`src/sv/fcw_pkg.sv`:
```
// ----------------------------------------------------------------------------
// fcw_pkg
// Shared types and constants for the FAT12 cluster chain walker.
// ----------------------------------------------------------------------------
`default_nettype none

package fcw_pkg;

    localparam int unsigned CLUSTER_W   = 12;
    localparam int unsigned ADDR_W      = 13;
    localparam int unsigned LBA_W       = 32;
    localparam int unsigned SPC_W       = 8;

    localparam logic [CLUSTER_W-1:0] END_MARK     = 12'hFF8;
    localparam logic [ADDR_W-1:0]    CLUSTER_BIAS = 13'd2;

    // register addresses, byte offsets on the config port
    localparam logic [2:0] REG_DATA_START = 3'd0;
    localparam logic [2:0] REG_SPC        = 3'd4;

    localparam logic [LBA_W-1:0] DATA_START_RST = 32'd0;
    localparam logic [SPC_W-1:0] SPC_RST        = 8'd1;

    typedef enum logic [1:0] {
        ACT_LOAD    = 2'd0,
        ACT_START   = 2'd1,
        ACT_ADVANCE = 2'd2
    } action_t;

    typedef enum logic [1:0] {
        ST_IDLE,
        ST_RD_LO,
        ST_RD_HI,
        ST_DONE
    } state_t;

    typedef struct packed {
        logic [LBA_W-1:0] data_start_lba;
        logic [SPC_W-1:0] sectors_per_cluster;
    } cfg_t;

    typedef struct packed {
        logic wr_en;       // write table byte from input word
        logic take_start;  // current <= start_cluster
        logic take_next;   // current <= stored next cluster
        logic rd_en;       // table read
        logic rd_hi;       // read second byte of the entry
        logic mul_en;      // register sector offset product
        logic lo_en;       // capture first byte
        logic out_load;    // load result word
    } cmd_t;

    typedef struct packed {
        action_t action;
        logic    chain_ended;
        logic    out_busy;
    } stat_t;

endpackage

`default_nettype wire

```
`src/sv/fcw_cfg.sv`:
```
// ----------------------------------------------------------------------------
// fcw_cfg
// APB register file: data start sector and sectors per cluster.
// ----------------------------------------------------------------------------
`default_nettype none

module fcw_cfg
(
    input  wire logic                 clk,
    input  wire logic                 rst_n,
    input  wire logic                 psel,
    input  wire logic                 penable,
    input  wire logic                 pwrite,
    input  wire logic [2:0]           paddr,
    input  wire logic [31:0]          pwdata,
    output logic      [31:0]          prdata,
    output logic                      pready,
    output fcw_pkg::cfg_t             cfg
);

    logic [31:0] data_start_reg;
    logic [7:0]  spc_reg;
    logic        wr;

    assign pready = 1'b1;
    assign wr     = psel & penable & pwrite;

    always_ff @(posedge clk or negedge rst_n)
    begin
        if (!rst_n)
        begin
            data_start_reg <= fcw_pkg::DATA_START_RST;
            spc_reg        <= fcw_pkg::SPC_RST;
        end
        else if (wr)
        begin
            if (paddr[2] == fcw_pkg::REG_SPC[2])
                spc_reg <= pwdata[7:0];
            else
                data_start_reg <= pwdata;
        end
    end

    always_comb
    begin
        if (paddr[2] == fcw_pkg::REG_SPC[2])
            prdata = {24'd0, spc_reg};
        else
            prdata = data_start_reg;
    end

    assign cfg.data_start_lba      = data_start_reg;
    assign cfg.sectors_per_cluster = spc_reg;

endmodule

`default_nettype wire

```
`config.mk`:
```
export PLATFORM = sky130hd
export DESIGN_NAME = fcw_cfg
export DESIGN_NICKNAME = d
export VERILOG_FILES = /design/src/sv/fcw_pkg.sv /design/src/sv/fcw_cfg.sv
export SDC_FILE = /design/constraint.sdc
export NUM_CORES = 1
export LEC_CHECK = 0
export BUFFER_PORTS_ARGS = -buffer_cell sky130_fd_sc_hd__buf_2
export CAP_MARGIN = 20
export CORE_MARGIN = 1.5
export CORE_UTILIZATION = 39
export DETAILED_ROUTE_END_ITERATION = 10
export PLACE_DENSITY_LB_ADDON = 0.15
export SKIP_CTS_REPAIR_TIMING = 1
export SLEW_MARGIN = 10
export SYNTH_ARGS = -nofsm -noshare
export SYNTH_HDL_FRONTEND = slang
export SYNTH_SLANG_ARGS = --single-unit
```
`constraint.sdc`:
```
create_clock -name clk -period 1 [get_ports clk]
set_input_delay 0.2 -clock clk [delete_from_list [all_inputs] [get_ports clk]]
set_output_delay 0.2 -clock clk [all_outputs]
set_load 0.02 [all_outputs]
```
==> results.md <==
- Clock latency on the worst-skew pair: 0.28 ns
- First DRT Iteration DRCs: 40
- Reg-to-reg critical path startpoint: data_start_reg[24]
- 1st-pass router iterations: 4
- Gpl congestion: 0.7059
- Netlist Area Pre-Place: 1911 sq um
- Design area: 3493 sq um
- VDD IR-drop max: 1.292 mV
- CP startpoint kind: register
- TNS Setup: -9.576 ns
- Nets: 307
- Synth top area share: 51.08%
- Number of routed nets with antenna violations: 0
- Layout area overhead: 82.84%
- Setup CP Type: reg2out
- Syn. warnings: 0
- HPWL Detailed: 3166 um
- Remaining DRCs: 0
- Ant diodes: 0
- DRT Wirelength: 5093 um
- # fillers: 330
- WP buf/inv: 1
- Syn_nets: 163
- Top Ports: 113
- Failing checks: setup timing
- R2R depth: 3
- I/O Buffers: 109
- Hold path start: pwdata[31]
- Sequential share of the synthesized area: 52.46%
- Synth area leaders: dfrtp_1 (51%), mux2_4 (24%), mux2_2 (11%)
- Synthesized instance count: 123
- Clock transition at path regs: 0.08 ns
- H-tree depth: 2
- Setup slack after layout: -0.3028 ns
- Final Slew Violations: 0
- Placement Cell Area: 2729 sq um
- Crit path largest cell delay: 0.40 ns
- Pleak: 0.001843 uW
- Worst-path maximum fanout: 3
- Cell taking the most area after synthesis: dfrtp_1
- Core area: 4723 sq um
- Largest register FFs: 32
- RSZ-0062 raised after global routing: true
- Clock Skew: 0 ns
- WP data arrival: 1.10 ns
- DR vias/cell: 4.536
- Die area: 5328 sq um
- Layout cells sized above 1: 81.27%
- Die height: 72.99 um
- Hold_ws: 0.1325 ns
- Die X: 72.99 um
- Max Buffers Root-to-Sink: 2
- Max-Cap Viols: 0
- DR WL/cell: 15.25 um
- Outcome: complete, but fails checks
- Initial antenna violation count: 0
- Seq cells post-synth: 40
- Synth unique cells: 12
- Syn_area_per_cell: 15.53 sq um
- Cell depth of the worst setup path: 2
- Largest net degree at the start of global routing: 41
- Critical-path cell list: mux2_4 > buf_6
- CP Capture Type: primary output
- First-pass GRT wire length: 6589 um
- Power per Cell Area: 1996 nW/um^2
- CTS tree: built
- Grt ovf: 0
- Worst reg2reg endpoint: data_start_reg[24]
- CP required: 0.80 ns
- Fmax: 0.7676 GHz
- Via count: 1,515
- Row cnt: 25
- R2R Setup Slk: 0.03 ns
- Final Setup Violations: 72
- Hold path endpoint: data_start_reg[31]
- Hold Vio Cnt, Final: 0
- Vias in the first global route: 1,310
- Total global-route track usage: 16.54%
- Post-route minimum period: 1.303 ns
- Tcrit/Tclk final: 130.3%
- Initial core utilization: 40.45%
- Hold Path Depth: 2
- Crit-path leading delay family: flip-flops
- Worst path slowest cell: dfrtp_1
- Clock Tree Root: clkbuf_8
- Worst hold path class: in2reg
- Clock tree sinks: 40
- Total CTS buffers: 5
[stage by stage]
stage	setup WS (ns)	std cells	util [%]	total power (uW)
floorplan	-0.1032	123	-	3718
global placement	-0.2378	312	57.77	4658
detailed placement	-0.2909	312	57.77	4685
CTS	-0.3285	319	59.81	5849
global route	-0.3355	334	73.96	7314
finish	-0.3028	334	73.96	6972
[synthesized netlist by cell type]
cell type  instances
conb_1             1
nand4_2            1
buf_2              1
nor2b_1           24
mux2_4            30
dfstp_2            1
nand4b_4           1
dfrtp_1           39
mux2_2            18
buf_4              1
clkbuf_1           2
buf_6              4
[how the worst max path moves through the flow]
stage | start | end | slack, ns
CTS | data_start_reg[2] | prdata[2] | -0.33
floorplan | paddr[2] | data_start_reg[0] | -0.10
detailed placement | paddr[2] | spc_reg[1] | -0.29
global placement | paddr[2] | spc_reg[7] | -0.24
finish | data_start_reg[7] | prdata[7] | -0.30
global route | spc_reg[5] | prdata[5] | -0.34
[layer usage]
metal | vias to the layer above | GRT usage (%) | part of all wire (%)
li1 | 710 | - | -
met1 | 737 | 22.10 | 41
met2 | 60 | 25.15 | 52
met3 | 8 | 4.696 | 5.0
met4 | 0 | 6.918 | 1.9
met5 | - | 0 | 0
[report_power, final]
group	total, uW	internal [uW]	switching [uW]
Clock	1150	614	532
Sequential	2300	1980	313
Combinational	3530	2110	1420
Total	6970	4710	2260
[cells by family after synthesis]
logic type             synth area share (%)
buffers and inverters                 3.405
flip-flops                            52.46
multiplexers                          34.18
other                                0.1963
AND/OR/NAND/NOR                       9.757
[cell type report]
class                   count  area [sq um]  share of cell area, %
repair buffers            145          1324                  37.89
flip-flops and latches     40          1002                  28.69
multi-input cells          75         987.2                  28.26
clock buffers               7         96.34                  2.758
well taps                  67         83.83                  2.400
[placed cells by master (no fill, tap or decap), drive strengths merged]
cell type,Yosys,routed
mux2,48,48
buf,6,144
nor2b,24,24
nand4b,1,1
dfrtp,39,39
conb,1,1
dlygate4sd3,0,1
nand4,1,1
clkbuf,2,7
dfstp,1,1
Note: power is estimated with default switching activity, not from simulation.
