--- src/sv/fcw_pkg.sv ---
// ----------------------------------------------------------------------------
// fcw_pkg
// Shared types and constants for the FAT12 cluster chain walker.
// ----------------------------------------------------------------------------
`default_nettype none

package fcw_pkg;

    localparam int unsigned CLUSTER_W   = 12;
    localparam int unsigned ADDR_W      = 13;
    localparam int unsigned LBA_W       = 32;
    localparam int unsigned SPC_W       = 8;

    localparam logic [CLUSTER_W-1:0] END_MARK     = 12'hFF8;
    localparam logic [ADDR_W-1:0]    CLUSTER_BIAS = 13'd2;

    // register addresses, byte offsets on the config port
    localparam logic [2:0] REG_DATA_START = 3'd0;
    localparam logic [2:0] REG_SPC        = 3'd4;

    localparam logic [LBA_W-1:0] DATA_START_RST = 32'd0;
    localparam logic [SPC_W-1:0] SPC_RST        = 8'd1;

    typedef enum logic [1:0] {
        ACT_LOAD    = 2'd0,
        ACT_START   = 2'd1,
        ACT_ADVANCE = 2'd2
    } action_t;

    typedef enum logic [1:0] {
        ST_IDLE,
        ST_RD_LO,
        ST_RD_HI,
        ST_DONE
    } state_t;

    typedef struct packed {
        logic [LBA_W-1:0] data_start_lba;
        logic [SPC_W-1:0] sectors_per_cluster;
    } cfg_t;

    typedef struct packed {
        logic wr_en;       // write table byte from input word
        logic take_start;  // current <= start_cluster
        logic take_next;   // current <= stored next cluster
        logic rd_en;       // table read
        logic rd_hi;       // read second byte of the entry
        logic mul_en;      // register sector offset product
        logic lo_en;       // capture first byte
        logic out_load;    // load result word
    } cmd_t;

    typedef struct packed {
        action_t action;
        logic    chain_ended;
        logic    out_busy;
    } stat_t;

endpackage

`default_nettype wire

--- src/sv/fcw_ctrl.sv ---
// ----------------------------------------------------------------------------
// fcw_ctrl
// Sequencer: accepts words, steps the two table reads, hands off results.
// ----------------------------------------------------------------------------
`default_nettype none

module fcw_ctrl
(
    input  wire logic           clk,
    input  wire logic           rst_n,
    input  wire logic           s_tvalid,
    output logic                s_tready,
    input  wire fcw_pkg::stat_t stat,
    output fcw_pkg::cmd_t       cmd
);

    fcw_pkg::state_t state_reg;
    fcw_pkg::state_t state_next;

    always_ff @(posedge clk or negedge rst_n)
    begin
        if (!rst_n)
            state_reg <= fcw_pkg::ST_IDLE;
        else
            state_reg <= state_next;
    end

    always_comb
    begin
        state_next = state_reg;
        cmd        = '0;
        s_tready   = 1'b0;
        unique case (state_reg)
            fcw_pkg::ST_IDLE:
            begin
                s_tready = 1'b1;
                if (s_tvalid)
                begin
                    case (stat.action)
                        fcw_pkg::ACT_LOAD:
                            cmd.wr_en = 1'b1;
                        fcw_pkg::ACT_START:
                        begin
                            cmd.take_start = 1'b1;
                            state_next     = fcw_pkg::ST_RD_LO;
                        end
                        fcw_pkg::ACT_ADVANCE:
                        begin
                            if (!stat.chain_ended)
                            begin
                                cmd.take_next = 1'b1;
                                state_next    = fcw_pkg::ST_RD_LO;
                            end
                        end
                        default:
                            state_next = fcw_pkg::ST_IDLE;
                    endcase
                end
            end
            fcw_pkg::ST_RD_LO:
            begin
                cmd.rd_en  = 1'b1;
                cmd.mul_en = 1'b1;
                state_next = fcw_pkg::ST_RD_HI;
            end
            fcw_pkg::ST_RD_HI:
            begin
                cmd.rd_en  = 1'b1;
                cmd.rd_hi  = 1'b1;
                cmd.lo_en  = 1'b1;
                state_next = fcw_pkg::ST_DONE;
            end
            fcw_pkg::ST_DONE:
            begin
                if (!stat.out_busy)
                begin
                    cmd.out_load = 1'b1;
                    state_next   = fcw_pkg::ST_IDLE;
                end
            end
        endcase
    end

endmodule

`default_nettype wire

--- config.mk ---
export PLATFORM = sky130hd
export DESIGN_NAME = fcw_ctrl
export DESIGN_NICKNAME = d
export VERILOG_FILES = /design/src/sv/fcw_pkg.sv /design/src/sv/fcw_ctrl.sv
export SDC_FILE = /design/constraint.sdc
export NUM_CORES = 1
export LEC_CHECK = 0
export BUFFER_PORTS_ARGS = -buffer_cell sky130_fd_sc_hd__buf_2
export CAP_MARGIN = 20
export CORE_AREA = 8 8 45 47
export DETAILED_ROUTE_END_ITERATION = 8
export DIE_AREA = 0 0 53 55
export GPL_TIMING_DRIVEN = 0
export PLACE_DENSITY_LB_ADDON = 0.15
export SLEW_MARGIN = 40
export SYNTH_ARGS = -nofsm -noshare
export SYNTH_HDL_FRONTEND = slang
export SYNTH_SLANG_ARGS = --single-unit
--- constraint.sdc ---
create_clock -name clk -period 1.3 [get_ports clk]
set_input_delay 0 -clock clk [delete_from_list [all_inputs] [get_ports clk]]
set_output_delay 0 -clock clk [all_outputs]
set_load 0.05 [all_outputs]
==> impl_metrics.py <==
metrics = {
    "worst_setup_path": {
        "startpoint": "state_reg[1]$_DFFE_PN0P_",
        "cp-start-kind": "flip-flop",
        "rr_startpoint": "state_reg[1]$_DFFE_PN0P_",
        "cp.arrival_ps": 1270,
        "cp-end-kind": "primary output",
        "critical_path_class": "reg2out",
        "path_max_fanout": 5,
        "cp.required_ps": 1300,
    },
    "sta": {
        "maxSlewHeadroom": 0.832,
        "rsz0062_at_grt": "true",
        "clock_skew_ps": 1.64,
        "finalWorstSetupSlack_ps": 30.1,
        "fmax_ghz": 0.787,
        "tightest_slew_ps": 254,
        "finalSetupViolCount": 0,
        "finalCritPeriodShare": 0.977,
        "maxSlewViolCount": 0,
        "period_needed_ps": 1270,
        "final-hold-violation-count": 0,
    },
    "synthesis": {
        "ys_warn_count": 0,
        "synth.area.top_cells": "ha_1, dfrtp_1, o211ai_1",
        "synth_area_per_cell_sq_um": 8.62,
        "synth_ff_type": "dfrtp_1",
        "synth.yosys.seq_area_share": 0.166,
        "synthMostInstantiatedCell": "ha_1",
        "yosysTopAreaCellShare": 0.290,
        "ys_ff_latch": 2,
        "async_flop_share": 1.00,
        "yosys.area.top_type": "ha_1",
        "synth_commonest_cells": "ha_1, inv_1, nand2_1, nor2b_1, o211ai_1",
        "synth_cell_types": 15,
        "synth-edff-count": 0,
        "syn_inst": 35,
        "synth_nets": 49,
        "syn_area_sq_um": 302,
    },
    "pwr": {
        "power.density_mw_per_mm2": 2740,
        "leakage_uw": 0.000285,
        "ir_worst_vdd_uv": 677,
        "total_power_uw": 1430,
    },
    "global_routing": {
        "grt_max_degree": 6,
        "overflow": 0,
        "grt_pass1_wl_um": 1200,
        "grt_pass1_vias": 313,
        "grt_use_total": 0.0530,
        "antenna_found_initial": 0,
    },
    "outcome": {
        "status": "finished, final reports clean",
    },
    "floorplan": {
        "die_height_um": 55,
        "pin_count": 16,
        "die_w_um": 53,
        "rows": 14,
        "core-area_sq_mm": 0.00138,
        "die-area_sq_mm": 0.00292,
        "initial_core_util": 0.218,
    },
    "placed_design": {
        "place_ws_ps": 28.0,
        "dp_cells": 66,
        "dp_hpwl_um": 614,
        "place_congestion": 0.691,
        "numPortBuffers": 15,
    },
    "route": {
        "drt_iter0_drc": 2,
        "wl_per_cell_um": 10.5,
        "routed_wl_um": 784,
        "drtAntennaViolNets": 0,
        "drtPass1Iterations": 2,
        "drc": 0,
        "vias_per_cell": 4.37,
        "vias": 328,
    },
    "cells_and_area": {
        "drive_gt1_frac": 0.559,
        "area_growth_pct": 73.0,
        "fin_cells": 75,
        "antenna-diode-count": 0,
        "largest_register_ffs": 2,
        "fin_nets": 75,
    },
    "clock_tree": {
        "clockBufferDepth": 2,
        "cts_buffers": 3,
        "tritoncts": "yes",
        "cts_sinks": 2,
        "cts_root_buf": "clkbuf_4",
        "cts_max_level": 1,
        "cts.clk_slew.worst_paths_ps": 30,
        "insertion_delay_ps": 220,
    },
    "hold_path": {
        "hp-class": "in2async",
    },
    "flow_run": {
        "maxCapViolations": 0,
    },
}
stage by stage:
step / hold WS (ps) / area [sq um] / TNS, ps / utilization
2_1_floorplan: -296 / 320 / 0 / -
3_3_place_gp: -215 / 415 / 0 / 0.300
3_5_place_dp: -215 / 415 / 0 / 0.300
6_report: 89.8 / 522 / 0 / 0.377
5_1_grt: 103 / 522 / -48.6 / 0.377
4_1_cts: 92.8 / 499 / 0 / 0.361
critical path, cell delays in order (launching register included):
cell and delay (ps):
dfrtp_1 410, inv_2 100, ha_4 160, and4b_4 240, buf_8 140
worst paths after layout:
check | to | slack, ps | depth (start not counted)
setup / recovery | cmd[5] | 30 | 4
hold / removal | state_reg[1]$_DFFE_PN0P_ | 90 | 2
setup reg to reg | state_reg[1]$_DFFE_PN0P_ | 90 | 5
hold reg to reg | state_reg[1]$_DFFE_PN0P_ | 710 | 3
max in group asynchronous | state_reg[0]$_DFFE_PN0P_ | 1110 | 2
min in group clk | state_reg[0]$_DFFE_PN0P_ | 120 | 4
logic make-up after synthesis:
| group | synth area share |
|---|---|
| buf+inv | 0.0996 |
| flops | 0.166 |
| compound gates | 0.0747 |
| simple gates | 0.303 |
| fa+ha+maj | 0.290 |
| mux | 0.0664 |
cells in the final DEF, fill, tap and decap left out, drive strengths merged:
cell         count
dlygate4sd3      1
ha               7
clkbuf           5
and2b            1
o211ai           3
buf             20
nand3            2
mux2i            2
dfrtp            2
nand2            3
and4b            1
inv              4
and3             2
nand4            1
nand2b           1
nor2b            3
and2             1
repair_timing:
action                                 in CTS  in global routing
hold buffers                                1                  0
setup buffers                               5                  0
setup endpoints to repair                   5                  7
gates resized for setup                     7                  7
pin swaps                                   1                  0
endpoints found under the hold margin       2                  0
per-layer routing:
layer	track usage	share of wire
met5	0	0
met4	0.0259	0
met3	0.0134	0.12
met2	0.113	0.51
met1	0.0426	0.37
where the power goes:
| group | switching (uW) | total, uW | internal, uW | leakage [uW] |
|---|---|---|---|---|
| sequential | 37.6 | 134 | 96.6 | 0.0000241 |
| combinational | 683 | 1160 | 475 | 0.000247 |
| clock | 36.1 | 138 | 102 | 0.0000138 |
| total | 757 | 1430 | 674 | 0.000285 |
cell type report:
cell class              instances  area, sq um
plain buffers                   2         15.0
clock buffers                   3         22.5
fillers                       150          862
inverters                       4         15.0
multi-input cells              27          243
flip-flops and latches          2         50.0
well taps                      16         20.0
repair buffers                 21          156
No activity file was read; power rests on OpenSTA's default activity.
